**config.mk**
```make
export PLATFORM = sky130hd
export DESIGN_NAME = breath_aware_heater_pid_unit
export DESIGN_NICKNAME = d
export VERILOG_FILES = /design/src/hw/rtl/bah_pkg.sv /design/src/hw/rtl/bah_cfg_regs.sv /design/src/hw/rtl/bah_front.sv /design/src/hw/rtl/bah_integ.sv /design/src/hw/rtl/bah_output.sv /design/src/hw/rtl/breath_aware_heater_pid_unit.sv
export SDC_FILE = /design/constraint.sdc
export NUM_CORES = 2
export LEC_CHECK = 0
export ABC_CLOCK_PERIOD_IN_PS = 25300
export BUFFER_PORTS_ARGS = -buffer_cell sky130_fd_sc_hd__buf_2
export CORE_MARGIN = 4
export CORE_UTILIZATION = 44
export CTS_BUF_LIST = sky130_fd_sc_hd__clkbuf_8
export CTS_CLUSTER_SIZE = 16
export DETAILED_ROUTE_END_ITERATION = 12
export PLACE_DENSITY = 0.66
export SLEW_MARGIN = 40
export SYNTH_ARGS = -nofsm -noshare
export SYNTH_HDL_FRONTEND = slang
export SYNTH_SLANG_ARGS = --single-unit
```
**constraint.sdc**
```tcl
create_clock -name aclk -period 25.3 [get_ports aclk]
set_input_delay 5.06 -clock aclk [delete_from_list [all_inputs] [get_ports aclk]]
set_output_delay 5.06 -clock aclk [all_outputs]
set_load 0.05 [all_outputs]
```
**src/hw/rtl/bah_pkg.sv**
```systemverilog
// Shared types, register indexes and constants of the breath-aware heater PID unit.
`timescale 1ns / 1ps
`default_nettype none
package bah_pkg;

    localparam int CHECK_INTERVAL_DEF = 10;
    localparam int CNT_W              = 4;
    localparam int TEMP_W             = 16;
    localparam int GAIN_W             = 16;
    localparam int DUTY_W             = 10;
    localparam int ERR_W              = 17;
    localparam int INTEG_W            = 17;
    localparam int IINC_W             = 21;
    localparam int PMAG_W             = 32;
    localparam int PTERM_W            = 35;
    localparam int DPROD_W            = 35;
    localparam int CFG_IDX_W          = 3;
    localparam int CFG_DATA_W         = 16;

    localparam logic [15:0] SENSOR_LOW   = 16'd1600;
    localparam logic [15:0] SENSOR_HIGH  = 16'd64800;
    localparam logic [15:0] BAND_LIMIT   = 16'd384;
    localparam logic [10:0] DUTY_MAX     = 11'd1000;
    localparam logic [31:0] RECIP_TEN    = 32'hCCCC_CCCD;
    localparam int          RECIP_SHIFT  = 35;

    typedef enum logic [1:0] {
        PH_PAUSE  = 2'd0,
        PH_INHALE = 2'd1,
        PH_EXHALE = 2'd2
    } phase_t;

    typedef enum logic [1:0] {
        FAULT_NONE     = 2'd0,
        FAULT_SENSOR   = 2'd1,
        FAULT_OVERTEMP = 2'd2
    } fault_t;

    typedef enum logic [CFG_IDX_W-1:0] {
        REG_PROP_GAIN    = 3'd0,
        REG_INTEG_GAIN   = 3'd1,
        REG_DERIV_GAIN   = 3'd2,
        REG_SETPOINT     = 3'd3,
        REG_FEEDFORWARD  = 3'd4,
        REG_OVERTEMP     = 3'd5,
        REG_SLOPE_THRESH = 3'd6,
        REG_PID_CEILING  = 3'd7
    } reg_idx_t;

    typedef struct packed {
        logic [GAIN_W-1:0] prop_gain;
        logic [GAIN_W-1:0] integ_gain;
        logic [GAIN_W-1:0] deriv_gain;
        logic [TEMP_W-1:0] setpoint;
        logic [DUTY_W-1:0] feedforward_duty;
        logic [TEMP_W-1:0] overtemp_limit;
        logic [TEMP_W-1:0] slope_threshold;
        logic [DUTY_W-1:0] pid_ceiling;
    } cfg_t;

    // Front stage result: fault decision, phase and the three gain products.
    typedef struct packed {
        logic                       vld;
        fault_t                     fault;
        phase_t                     phase;
        logic                       run_pid;
        logic                       in_band;
        logic                       e_neg;
        logic [PMAG_W-1:0]          p_mag;
        logic [IINC_W-1:0]          i_inc;
        logic signed [DPROD_W-1:0]  d_prod;
    } s1_t;

    // Integral stage result: signed P term, updated integral and D term.
    typedef struct packed {
        logic                       vld;
        fault_t                     fault;
        phase_t                     phase;
        logic                       run_pid;
        logic signed [PTERM_W-1:0]  p_term;
        logic [INTEG_W-1:0]         integ;
        logic signed [DPROD_W-1:0]  d_prod;
    } s2_t;

endpackage
`default_nettype wire

```
**src/hw/rtl/bah_cfg_regs.sv**
```systemverilog
// Configuration register file of the heater PID unit.
`timescale 1ns / 1ps
`default_nettype none
module bah_cfg_regs (
    input  wire logic                             aclk,
    input  wire logic                             aresetn,
    input  wire logic                             cfg_we,
    input  wire logic [bah_pkg::CFG_IDX_W-1:0]    cfg_index,
    input  wire logic [bah_pkg::CFG_DATA_W-1:0]   cfg_wdata,
    output bah_pkg::cfg_t                         cfg
);
    import bah_pkg::*;

    cfg_t cfg_reg;
    cfg_t cfg_next;

    always_comb begin
        cfg_next = cfg_reg;
        if (cfg_we) begin
            unique case (reg_idx_t'(cfg_index))
                REG_PROP_GAIN:    cfg_next.prop_gain        = cfg_wdata;
                REG_INTEG_GAIN:   cfg_next.integ_gain       = cfg_wdata;
                REG_DERIV_GAIN:   cfg_next.deriv_gain       = cfg_wdata;
                REG_SETPOINT:     cfg_next.setpoint         = cfg_wdata;
                REG_FEEDFORWARD:  cfg_next.feedforward_duty = cfg_wdata[DUTY_W-1:0];
                REG_OVERTEMP:     cfg_next.overtemp_limit   = cfg_wdata;
                REG_SLOPE_THRESH: cfg_next.slope_threshold  = cfg_wdata;
                REG_PID_CEILING:  cfg_next.pid_ceiling      = cfg_wdata[DUTY_W-1:0];
                default:          cfg_next = cfg_reg;
            endcase
        end
    end

    always_ff @(posedge aclk) begin
        if (!aresetn) begin
            cfg_reg.prop_gain        <= 16'd6400;
            cfg_reg.integ_gain       <= 16'd80;
            cfg_reg.deriv_gain       <= 16'd12800;
            cfg_reg.setpoint         <= 16'd8448;
            cfg_reg.feedforward_duty <= 10'd400;
            cfg_reg.overtemp_limit   <= 16'd10240;
            cfg_reg.slope_threshold  <= 16'd26;
            cfg_reg.pid_ceiling      <= 10'd1000;
        end else begin
            cfg_reg <= cfg_next;
        end
    end

    assign cfg = cfg_reg;

endmodule
`default_nettype wire

```
**src/hw/rtl/bah_front.sv**
```systemverilog
// Front stage: fault checks, breath phase tracking, error and gain products.
`timescale 1ns / 1ps
`default_nettype none
module bah_front #(
    parameter int CHECK_INTERVAL = bah_pkg::CHECK_INTERVAL_DEF
) (
    input  wire logic                          aclk,
    input  wire logic                          aresetn,
    input  wire logic                          adv,
    input  wire logic                          in_vld,
    input  wire logic [bah_pkg::TEMP_W-1:0]    in_temp,
    input  wire logic [bah_pkg::TEMP_W-1:0]    in_level,
    input  wire bah_pkg::cfg_t                 cfg,
    output bah_pkg::s1_t                       s1
);
    import bah_pkg::*;

    localparam logic [CNT_W-1:0] INTERVAL = CNT_W'(CHECK_INTERVAL);

    phase_t                   phase_reg, phase_next;
    logic [CNT_W-1:0]         count_reg, count_next;
    logic [TEMP_W-1:0]        prev_temp_reg, prev_temp_next;
    logic signed [ERR_W-1:0]  prev_err_reg, prev_err_next;
    s1_t                      s1_reg, s1_next;

    logic                     ok;
    logic [CNT_W-1:0]         cnt_inc;
    logic                     check_hit;
    logic signed [17:0]       change;
    logic signed [17:0]       thr;
    phase_t                   new_phase;
    phase_t                   phase_eff;
    logic signed [ERR_W-1:0]  err;
    logic signed [17:0]       err_diff;
    logic [15:0]              abs_err;
    logic [24:0]              i_prod;

    always_comb begin
        s1_next        = s1_reg;
        phase_next     = phase_reg;
        count_next     = count_reg;
        prev_temp_next = prev_temp_reg;
        prev_err_next  = prev_err_reg;

        ok = 1'b0;
        s1_next.fault = FAULT_NONE;
        if ((in_level < SENSOR_LOW) || (in_level > SENSOR_HIGH)) begin
            s1_next.fault = FAULT_SENSOR;
        end else if (in_temp > cfg.overtemp_limit) begin
            s1_next.fault = FAULT_OVERTEMP;
        end else begin
            ok = 1'b1;
        end

        cnt_inc   = count_reg + 1'b1;
        check_hit = (cnt_inc >= INTERVAL);
        change    = $signed({2'b00, in_temp}) - $signed({2'b00, prev_temp_reg});
        thr       = $signed({2'b00, cfg.slope_threshold});
        if (change < -thr) begin
            new_phase = PH_INHALE;
        end else if (change > thr) begin
            new_phase = PH_EXHALE;
        end else begin
            new_phase = PH_PAUSE;
        end
        phase_eff = check_hit ? new_phase : phase_reg;

        err      = $signed({1'b0, cfg.setpoint}) - $signed({1'b0, in_temp});
        err_diff = $signed({err[ERR_W-1], err}) - $signed({prev_err_reg[ERR_W-1], prev_err_reg});
        abs_err  = err[ERR_W-1] ? 16'(-err) : err[15:0];
        i_prod   = cfg.integ_gain * err[8:0];

        s1_next.vld     = in_vld;
        s1_next.phase   = ok ? phase_eff : phase_reg;
        s1_next.run_pid = ok && (phase_eff != PH_EXHALE);
        s1_next.in_band = !err[ERR_W-1] && (err != '0) && (err[15:0] < BAND_LIMIT);
        s1_next.e_neg   = err[ERR_W-1];
        s1_next.p_mag   = cfg.prop_gain * abs_err;
        s1_next.i_inc   = i_prod[24:4];
        s1_next.d_prod  = $signed({1'b0, cfg.deriv_gain}) * err_diff;

        if (in_vld && ok) begin
            phase_next = phase_eff;
            count_next = check_hit ? '0 : cnt_inc;
            if (check_hit) begin
                prev_temp_next = in_temp;
            end
            prev_err_next = (phase_eff == PH_EXHALE) ? '0 : err;
        end
    end

    always_ff @(posedge aclk) begin
        if (!aresetn) begin
            phase_reg     <= PH_PAUSE;
            count_reg     <= '0;
            prev_temp_reg <= '0;
            prev_err_reg  <= '0;
            s1_reg        <= '0;
        end else if (adv) begin
            phase_reg     <= phase_next;
            count_reg     <= count_next;
            prev_temp_reg <= prev_temp_next;
            prev_err_reg  <= prev_err_next;
            s1_reg        <= s1_next;
        end
    end

    assign s1 = s1_reg;

endmodule
`default_nettype wire

```
**src/hw/rtl/bah_integ.sv**
```systemverilog
// Integral stage: signed P term, divided by ten for a negative error, and the clamped integral.
`timescale 1ns / 1ps
`default_nettype none
module bah_integ (
    input  wire logic       aclk,
    input  wire logic       aresetn,
    input  wire logic       adv,
    input  wire bah_pkg::cfg_t   cfg,
    input  wire bah_pkg::s1_t    s1,
    output bah_pkg::s2_t    s2
);
    import bah_pkg::*;

    logic [INTEG_W-1:0]  integ_reg, integ_next;
    s2_t                 s2_reg, s2_next;

    logic [63:0]         recip_prod;
    logic [28:0]         p_tenth;
    logic [21:0]         acc_sum;
    logic [21:0]         acc_cap;

    always_comb begin
        recip_prod = s1.p_mag * RECIP_TEN;
        p_tenth    = recip_prod[RECIP_SHIFT +: 29];
        acc_sum    = {5'b0, integ_reg} + {1'b0, s1.i_inc};
        acc_cap    = {5'b0, cfg.pid_ceiling, 7'b0};

        integ_next = integ_reg;
        if (s1.vld && (s1.fault == FAULT_NONE)) begin
            if (!s1.run_pid || !s1.in_band) begin
                integ_next = '0;
            end else if (acc_sum > acc_cap) begin
                integ_next = acc_cap[INTEG_W-1:0];
            end else begin
                integ_next = acc_sum[INTEG_W-1:0];
            end
        end

        s2_next.vld     = s1.vld;
        s2_next.fault   = s1.fault;
        s2_next.phase   = s1.phase;
        s2_next.run_pid = s1.run_pid;
        s2_next.p_term  = s1.e_neg ? -$signed({6'b0, p_tenth}) : $signed({3'b0, s1.p_mag});
        s2_next.integ   = integ_next;
        s2_next.d_prod  = s1.d_prod;
    end

    always_ff @(posedge aclk) begin
        if (!aresetn) begin
            integ_reg <= '0;
            s2_reg    <= '0;
        end else if (adv) begin
            integ_reg <= integ_next;
            s2_reg    <= s2_next;
        end
    end

    assign s2 = s2_reg;

endmodule
`default_nettype wire

```
**src/hw/rtl/bah_output.sv**
```systemverilog
// Output stage: PID sum, ceiling clamp, feedforward and the result register.
`timescale 1ns / 1ps
`default_nettype none
module bah_output (
    input  wire logic                         aclk,
    input  wire logic                         aresetn,
    input  wire logic                         adv,
    input  wire bah_pkg::cfg_t                cfg,
    input  wire bah_pkg::s2_t                 s2,
    output logic                              m_valid,
    output logic [bah_pkg::DUTY_W-1:0]        m_duty,
    output logic [1:0]                        m_breath_phase,
    output logic [1:0]                        m_fault
);
    import bah_pkg::*;

    localparam int SUM_W = 37;

    logic                 valid_reg;
    logic [DUTY_W-1:0]    duty_reg, duty_next;
    phase_t               phase_reg;
    fault_t               fault_reg;

    logic signed [SUM_W-1:0]  sum;
    logic [SUM_W-13:0]        sum_shift;
    logic [DUTY_W-1:0]        pid;
    logic [DUTY_W:0]          total;

    always_comb begin
        sum = SUM_W'(s2.p_term) + $signed({16'b0, s2.integ, 4'b0}) + SUM_W'(s2.d_prod);
        sum_shift = sum[SUM_W-1:12];
        if (sum[SUM_W-1]) begin
            pid = '0;
        end else if (sum_shift > {15'b0, cfg.pid_ceiling}) begin
            pid = cfg.pid_ceiling;
        end else begin
            pid = sum_shift[DUTY_W-1:0];
        end

        if (s2.phase == PH_INHALE) begin
            total = {1'b0, cfg.feedforward_duty} + {1'b0, pid};
        end else begin
            total = {1'b0, pid};
        end

        if (!s2.run_pid) begin
            duty_next = '0;
        end else if (total > DUTY_MAX) begin
            duty_next = DUTY_MAX[DUTY_W-1:0];
        end else begin
            duty_next = total[DUTY_W-1:0];
        end
    end

    always_ff @(posedge aclk) begin
        if (!aresetn) begin
            valid_reg <= 1'b0;
        end else if (adv) begin
            valid_reg <= s2.vld;
        end
    end

    always_ff @(posedge aclk) begin
        if (adv) begin
            duty_reg  <= duty_next;
            phase_reg <= s2.phase;
            fault_reg <= s2.fault;
        end
    end

    assign m_valid        = valid_reg;
    assign m_duty         = duty_reg;
    assign m_breath_phase = phase_reg;
    assign m_fault        = fault_reg;

endmodule
`default_nettype wire

```
**src/hw/rtl/breath_aware_heater_pid_unit.sv**
```systemverilog
// Top level of the breath-aware heater PID unit with feedforward.
`timescale 1ns / 1ps
`default_nettype none
// The unit takes one control tick per beat and returns one result beat per tick:
// duty, breath phase and fault code. It accepts a new beat in every clock while
// the result is not stalled, and each beat passes in order through the input
// register, product stage, integral stage and result register. The four stages move
// together, so a result beat that is not taken holds the whole pipeline and input
// ready drops in the same cycle. The breath phase and previous error are tracked in
// the product stage and the integral in the integral stage, so back-to-back ticks
// see the state left by the tick before them. Registers are written through the
// plain write port and should be changed only while no tick is in flight.
module breath_aware_heater_pid_unit #(
    parameter int CHECK_INTERVAL = bah_pkg::CHECK_INTERVAL_DEF
) (
    input  wire logic                            aclk,
    input  wire logic                            aresetn,
    input  wire logic                            s_valid,
    output logic                                 s_ready,
    input  wire logic [bah_pkg::TEMP_W-1:0]      s_temperature,
    input  wire logic [bah_pkg::TEMP_W-1:0]      s_sensor_level,
    output logic                                 m_valid,
    input  wire logic                            m_ready,
    output logic [bah_pkg::DUTY_W-1:0]           m_duty,
    output logic [1:0]                           m_breath_phase,
    output logic [1:0]                           m_fault,
    input  wire logic                            cfg_we,
    input  wire logic [bah_pkg::CFG_IDX_W-1:0]   cfg_index,
    input  wire logic [bah_pkg::CFG_DATA_W-1:0]  cfg_wdata
);
    import bah_pkg::*;

    logic               adv;
    logic               in_vld_reg;
    logic [TEMP_W-1:0]  in_temp_reg;
    logic [TEMP_W-1:0]  in_level_reg;
    cfg_t               cfg;
    s1_t                s1;
    s2_t                s2;

    assign adv     = !m_valid || m_ready;
    assign s_ready = adv;

    always_ff @(posedge aclk) begin
        if (!aresetn) begin
            in_vld_reg <= 1'b0;
        end else if (adv) begin
            in_vld_reg <= s_valid;
        end
    end

    always_ff @(posedge aclk) begin
        if (adv) begin
            in_temp_reg  <= s_temperature;
            in_level_reg <= s_sensor_level;
        end
    end

    bah_cfg_regs u_cfg (
        .aclk      (aclk),
        .aresetn   (aresetn),
        .cfg_we    (cfg_we),
        .cfg_index (cfg_index),
        .cfg_wdata (cfg_wdata),
        .cfg       (cfg)
    );

    bah_front #(
        .CHECK_INTERVAL (CHECK_INTERVAL)
    ) u_front (
        .aclk     (aclk),
        .aresetn  (aresetn),
        .adv      (adv),
        .in_vld   (in_vld_reg),
        .in_temp  (in_temp_reg),
        .in_level (in_level_reg),
        .cfg      (cfg),
        .s1       (s1)
    );

    bah_integ u_integ (
        .aclk    (aclk),
        .aresetn (aresetn),
        .adv     (adv),
        .cfg     (cfg),
        .s1      (s1),
        .s2      (s2)
    );

    bah_output u_output (
        .aclk           (aclk),
        .aresetn        (aresetn),
        .adv            (adv),
        .cfg            (cfg),
        .s2             (s2),
        .m_valid        (m_valid),
        .m_duty         (m_duty),
        .m_breath_phase (m_breath_phase),
        .m_fault        (m_fault)
    );

    // A faulted tick or an exhale tick never drives the heater.
    a_fault_off: assert property (@(posedge aclk) disable iff (!aresetn)
        (m_valid && (m_fault != FAULT_NONE)) |-> (m_duty == '0))
        else $error("duty nonzero on a faulted beat");

    a_exhale_off: assert property (@(posedge aclk) disable iff (!aresetn)
        (m_valid && (m_breath_phase == PH_EXHALE)) |-> (m_duty == '0))
        else $error("duty nonzero during exhale");

    a_duty_max: assert property (@(posedge aclk) disable iff (!aresetn)
        m_valid |-> ({1'b0, m_duty} <= DUTY_MAX))
        else $error("duty above full scale");

    // A stalled result must not let a new input beat in.
    a_stall_blocks: assert property (@(posedge aclk) disable iff (!aresetn)
        (m_valid && !m_ready) |-> !s_ready)
        else $error("input accepted while result stalled");

endmodule
`default_nettype wire
```
# ---- Word level (Yosys, flattened, before mapping)
# Index checks and enable logic that the tools add are counted.
dict set report word_totals {
  reg_bits 392
  word_cells 118
}
dict set report classes {
  add_sub_neg 11
  multipliers 4
  magnitude_cmp 10
  n_eq_ne 10
  n_mux 19
  n_bitwise 1
  n_reduce_logical 27
}
# cell count
set op_table {}
lappend op_table {{$mux W17} 4}
lappend op_table {{$mul A32 B32 Y64 const B} 1}
lappend op_table {{$add A36 B35 Y37} 1}
lappend op_table {{$add A35 B22 Y36} 1}
lappend op_table {{$mul A17 B18 Y35} 1}
lappend op_table {{$mux W35} 1}
lappend op_table {{$neg A29 Y35} 1}
lappend op_table {{$sub A16 B16 Y17} 2}
lappend op_table {{$mul A16 B16 Y32} 1}
lappend op_table {{$mux W10} 3}
lappend op_table {{$gt A25 B10 Y1} 1}
lappend op_table {{$mul A16 B9 Y25} 1}
lappend op_table {{$add A17 B21 Y22} 1}
lappend op_table {{$gt A22 B17 Y1} 1}
lappend op_table {{$reduce_and A2 Y1} 10}
lappend op_table {{$gt A18 B17 Y1} 1}
lappend op_table {{$lt A18 B18 Y1} 1}
lappend op_table {{$neg A16 Y18} 1}
lappend op_table {{$sub A17 B17 Y18} 1}
lappend op_table {{$reduce_bool A17 Y1} 1}
lappend op_table {{$gt A16 B16 Y1} 1}
lappend op_table {{$gt A16 B16 Y1 const B} 1}
lappend op_table {{$lt A16 B11 Y1 const B} 1}
lappend op_table {{$lt A16 B9 Y1 const B} 1}
lappend op_table {{24 further kinds} 43}

# ---- Depth between registers and ports, before layout
dict set report logic_depth {
  ltp_word 9
  ltp_mapped 47
  depth_no_buf 44
}

# ---- By module
# From an unflattened synthesis, not the netlist that was laid out.
dict set report hier_totals {
  hier_cells 7401
  hier_area_um2 65992.0
}
# mod n_inst cells_per_inst area_per_inst_um2 seq_area_each_um2
set modules_own_cells {}
lappend modules_own_cells {bah_front 1 3981 33578.5 2702.6}
lappend modules_own_cells {bah_integ 1 2403 22628.0 1861.8}
lappend modules_own_cells {bah_output 1 564 4414.2 440.4}
lappend modules_own_cells {bah_cfg_regs 1 416 4359.2 2322.2}
lappend modules_own_cells {breath_aware_heater_pid_unit 1 37 1012.2 980.9}

# ---- Worst setup path after synthesis
# OpenSTA, ideal clock, no wires.
dict set report synth_timing {
  path_kind {input to output}
  startpoint {in m_ready}
  endpoint {out s_ready}
  arrival_ns 7.362
  t_required_ns 20.240
  slack_ns 12.878
  stages 4
  path_buffers 2
  path_cell_list {nor2b_1 > inv_2 > clkbuf_1 > buf_1}
}
dict set report synth_via {
  elab_chain_cells 1
}
# element line
set synth_lines {}
lappend synth_lines {{start: declaration} breath_aware_heater_pid_unit.sv:23} ;# input wire logic m_ready,
lappend synth_lines {{$logic_or A1 B1 Y1} breath_aware_heater_pid_unit.sv:41} ;# assign adv = !m_valid || m_ready;
lappend synth_lines {{end: declaration} breath_aware_heater_pid_unit.sv:19} ;# output logic s_ready,
# Every way passes these cells.

# ---- Worst setup path in the final report
dict set report layout_timing {
  startpoint {reg in_temp_reg[0]}
  endpoint {reg u_front.s1_reg (netlist bit u_front.s1[34])}
}
dict set report layout_via {
  elab_chain_cells 3
}
# element line
set layout_lines {}
lappend layout_lines {{start: declaration} breath_aware_heater_pid_unit.sv:35} ;# logic [TEMP_W-1:0] in_temp_reg;
lappend layout_lines {{start signal: assignment} breath_aware_heater_pid_unit.sv:54} ;# in_temp_reg <= s_temperature;
lappend layout_lines {{$sub A16 B16 Y17} bah_front.sv:68} ;# err = $signed({1'b0, cfg.setpoint}) - $signed({1'b0, in_temp});
lappend layout_lines {{$sub A17 B17 Y18} bah_front.sv:69} ;# err_diff = $signed({err[ERR_W-1], err}) - $signed({prev_err_reg[ERR_W-1], prev_err_reg});
lappend layout_lines {{$mul A17 B18 Y35} bah_front.sv:80} ;# s1_next.d_prod = $signed({1'b0, cfg.deriv_gain}) * err_diff;
lappend layout_lines {{end signal: assignment} bah_front.sv:104} ;# s1_reg <= s1_next;
lappend layout_lines {{end: declaration} bah_front.sv:24} ;# s1_t s1_reg, s1_next;
# Every way passes these cells.
# A chain may end at the register's enable or synchronous reset.

==> metrics.md <==
| Metric | Value |
|---|---|
| Grt ovf | `0` |
| First-pass GRT wire length | `298 mm` |
| DR iter-0 viols | `3177` |
| Arrival time at the worst endpoint | `11910 ps` |
| Synth Instances | `7230` |
| Seq/Total Area, Yosys | `13.2%` |
| Worst Clk Skew | `39.4 ps` |
| FF-to-FF End | `u_front.s1[34]` |
| Top-area cell type share of the netlist area | `32.3%` |
| WHS | `437 ps` |
| Clock Sinks | `392` |
| Total GRT Usage | `25.6%` |
| Max-slew headroom | `42.1%` |
| R2R cell count | `41` |
| Slew at the pin closest to its max-slew limit | `869 ps` |
| # rows | `138` |
| Hold Path Depth | `2` |
| # nets final | `9042` |
| CP max stage delay | `890 ps` |
| Vias in the first global route | `51.5k` |
| TritonRoute pass-1 iters | `6` |
| Critical path's slowest cell | `ha_1` |
| Syn Std Cell Area | `0.0631 mm²` |
| Synth area leader | `fa_1` |
| Total number of vias | `49.3k` |
| Initial core utilization | `44.4%` |
| Post-CTS Setup Bufs | `0` |
| Max FFs per register | `116` |
| Hold Crit Class | `flip-flop to flip-flop` |
| Port bufs | `71` |
| GR peak layer | `met2` |
| Fmax | `0.0882 GHz` |
| Max H-tree Level | `3` |
| Top_reg_cell synth | `dfxtp_1` |
| GRT met1 Usage | `32.5%` |
| WL/cell | `20.9 µm` |
| Met3 Usage GRT | `3.73%` |
| Ranking of synthesized cells by area | `fa_1 32%, ha_1 15%, dfxtp_1 11%` |
| Hold Path End | `u_integ.s2[30]` |
| Crit path required time | `25880 ps` |
| Die Area | `0.149 mm²` |
| Vias/cell | `5.39` |
| Root buf cell | `clkbuf_8` |
| Final wirelength | `191 mm` |
| Post-synth ARST share | `0%` |
| Post-cts sizing count | `0` |
| Mapped Nets | `9074` |
| Final RePlAce weighted congestion | `1.02` |
| CTS tree | `built` |
| Post-synthesis area per instance | `8.72 µm²` |
| Layout area overhead | `6.55%` |
| # IOs | `72` |
| Share of cells above drive strength 1 | `4.70%` |
| Final Hold Vio Count | `0` |
| Hold_sp | `u_front.s1[30]` |
| DRC viols | `0` |
| Worst r2r src | `in_temp_reg[0]` |
| CP Class | `flip-flop to flip-flop` |
| Crit path capture type | `flip-flop` |
| Multi-input gate area | `0.0483 mm²` |
| Flop2flop setup slack | `13970 ps` |
| Worst-path clk slew | `70 ps` |
| Max-cap violations | `0` |
| Status | `completed` |
| Setup_tns | `0 ps` |
| Count of flip-flops with a built-in enable after synthesis | `46` |
| Register area | `0.00832 mm²` |
| Max Buffers Root-to-Sink | `3` |
| Cell variety after synth | `95` |
| Std-Cell Core Area | `0.142 mm²` |
| Largest net degree at the start of global routing | `87` |
| Filler Cell Count | `13.7k` |
| RSZ-0062 raised after global routing | `false` |
| Max Slew Vio Count | `0` |
| Critical Path Most Common Cell | `a21oi_1` |
| Global Route met2 Usage | `42.1%` |
| Crit start category | `flip-flop` |
| Post-synthesis register bit count | `392` |
| Dpl hpwl | `155 mm` |
| Cts hold-fix bufs | `0` |
| Critical path fanouts, max | `16` |
| Final period utilization | `44.8%` |
| Antenna viol nets, final | `0` |
| CTS buffer count | `69` |
| Fin crit period | `11330 ps` |
| # setup viols final | `0` |
| Die width | `387 µm` |
| Clk_lat worst skew | `730 ps` |
| Die Ht | `387 µm` |
| Initial antenna violation count | `18` |
| Yosys warnings | `0` |
worst max-delay path by stage:
stage	slack, ps	to	startpoint	depth (start not counted)
final	13970	u_front.s1[34]	in_temp_reg[0]	41
after global routing	13230	u_front.s1[87]	in_temp_reg[1]	41
after CTS	13650	s_ready	m_ready	4
after detailed placement	13650	s_ready	m_ready	4
after global placement	13670	s_ready	m_ready	4
after floorplan	12880	s_ready	m_ready	4
final cells by class:
class / instances / share of cell area [%]
Timing Repair Buffer: 155 / 1.53
Clock buffer: 83 / 1.70
Clock inverter: 44 / 0.624
Sequential cell: 392 / 12.4
Inverter: 1494 / 8.37
Multi-Input combinational cell: 5086 / 71.8
Tap cell: 1890 / 3.52
Antenna cell: 8 / 0.0298
worst max-delay path: cells and delay by family (launching register included):
kind                       cells  cell delay (ps)
adders and majority gates     10             5040
AOI/OAI and AO/OA             21             4740
buffers and inverters          6              480
DFF                            1              440
and+or+nand+nor                3              350
xor gates and xnor gates       1              100
routing by layer:
layer  vias up  share of wire, %
li1      22751                 -
met1     24420                41
met2      1631                47
met3       516               6.4
met4        14               6.3
met5         -             0.044
cell families after synthesis:
family	count (synthesis)	synth area share, %
simple gates	1983	14.4
fa+ha+maj	1788	47.6
buf+inv	1752	10.5
compound gates	1041	10.4
flops	392	13.2
xor+xnor	219	3.04
mux	55	0.881
synthesized netlist by cell type (all sizes together) (20+ instances only):
| cell | number |
|---|---|
| inv | 1493 |
| fa | 1017 |
| nand2 | 1011 |
| ha | 771 |
| a21oi | 442 |
| dfxtp | 346 |
| nor2 | 292 |
| and2 | 252 |
| clkbuf | 214 |
| o21ai | 163 |
| xnor2 | 157 |
| nand3 | 86 |
| nor2b | 68 |
| nor3 | 63 |
| a21o | 62 |
| xor2 | 62 |
| mux2i | 51 |
| a211oi | 49 |
| o21a | 49 |
| edfxtp | 46 |
| nand4 | 45 |
| buf | 44 |
| o211ai | 36 |
| nand2b | 34 |
| o21bai | 30 |
| or3 | 28 |
| nor4 | 25 |
| a21boi | 22 |
| a31oi | 20 |
through the flow:
| step | std cells | util, % | worst slack (ps) | cell area (µm²) |
|---|---|---|---|---|
| after global routing | 9149 | 47.3 | 13230 | 67200 |
| after floorplan | 7230 | - | 12880 | 63100 |
| after global placement | 9015 | 46.1 | 13670 | 65500 |
| after CTS | 9143 | 47.3 | 13650 | 67100 |
| after detailed placement | 9016 | 46.2 | 13650 | 65500 |
| final | 9152 | 47.3 | 13970 | 67200 |
cell usage in the layout, fill, tap and decap left out, types with 18 or more instances in the layout:
cell type and instances:
inv_1 1502, edfxtp_1 46, buf_2 71, xnor2_1 150, clkbuf_8 83, nand2b_1 34, o21ai_0 157, buf_4 79
nand4_1 45, mux2i_1 51, a21oi_1 439, xor2_1 61, o211ai_1 35, nor3_1 62, a21boi_0 22, a21o_1 60
dfxtp_1 337, nor2_1 288, or3_1 27, nand2_1 1011, o21bai_1 30, o21a_1 49, fa_1 1016, a211oi_1 49
nor2b_1 67, ha_1 771, nor4_1 22, nand3_1 86, and2_1 251, a31oi_1 18
Power is not shown: default switching activity piles up to over one toggle a cycle in this logic, so the estimate is an artifact.
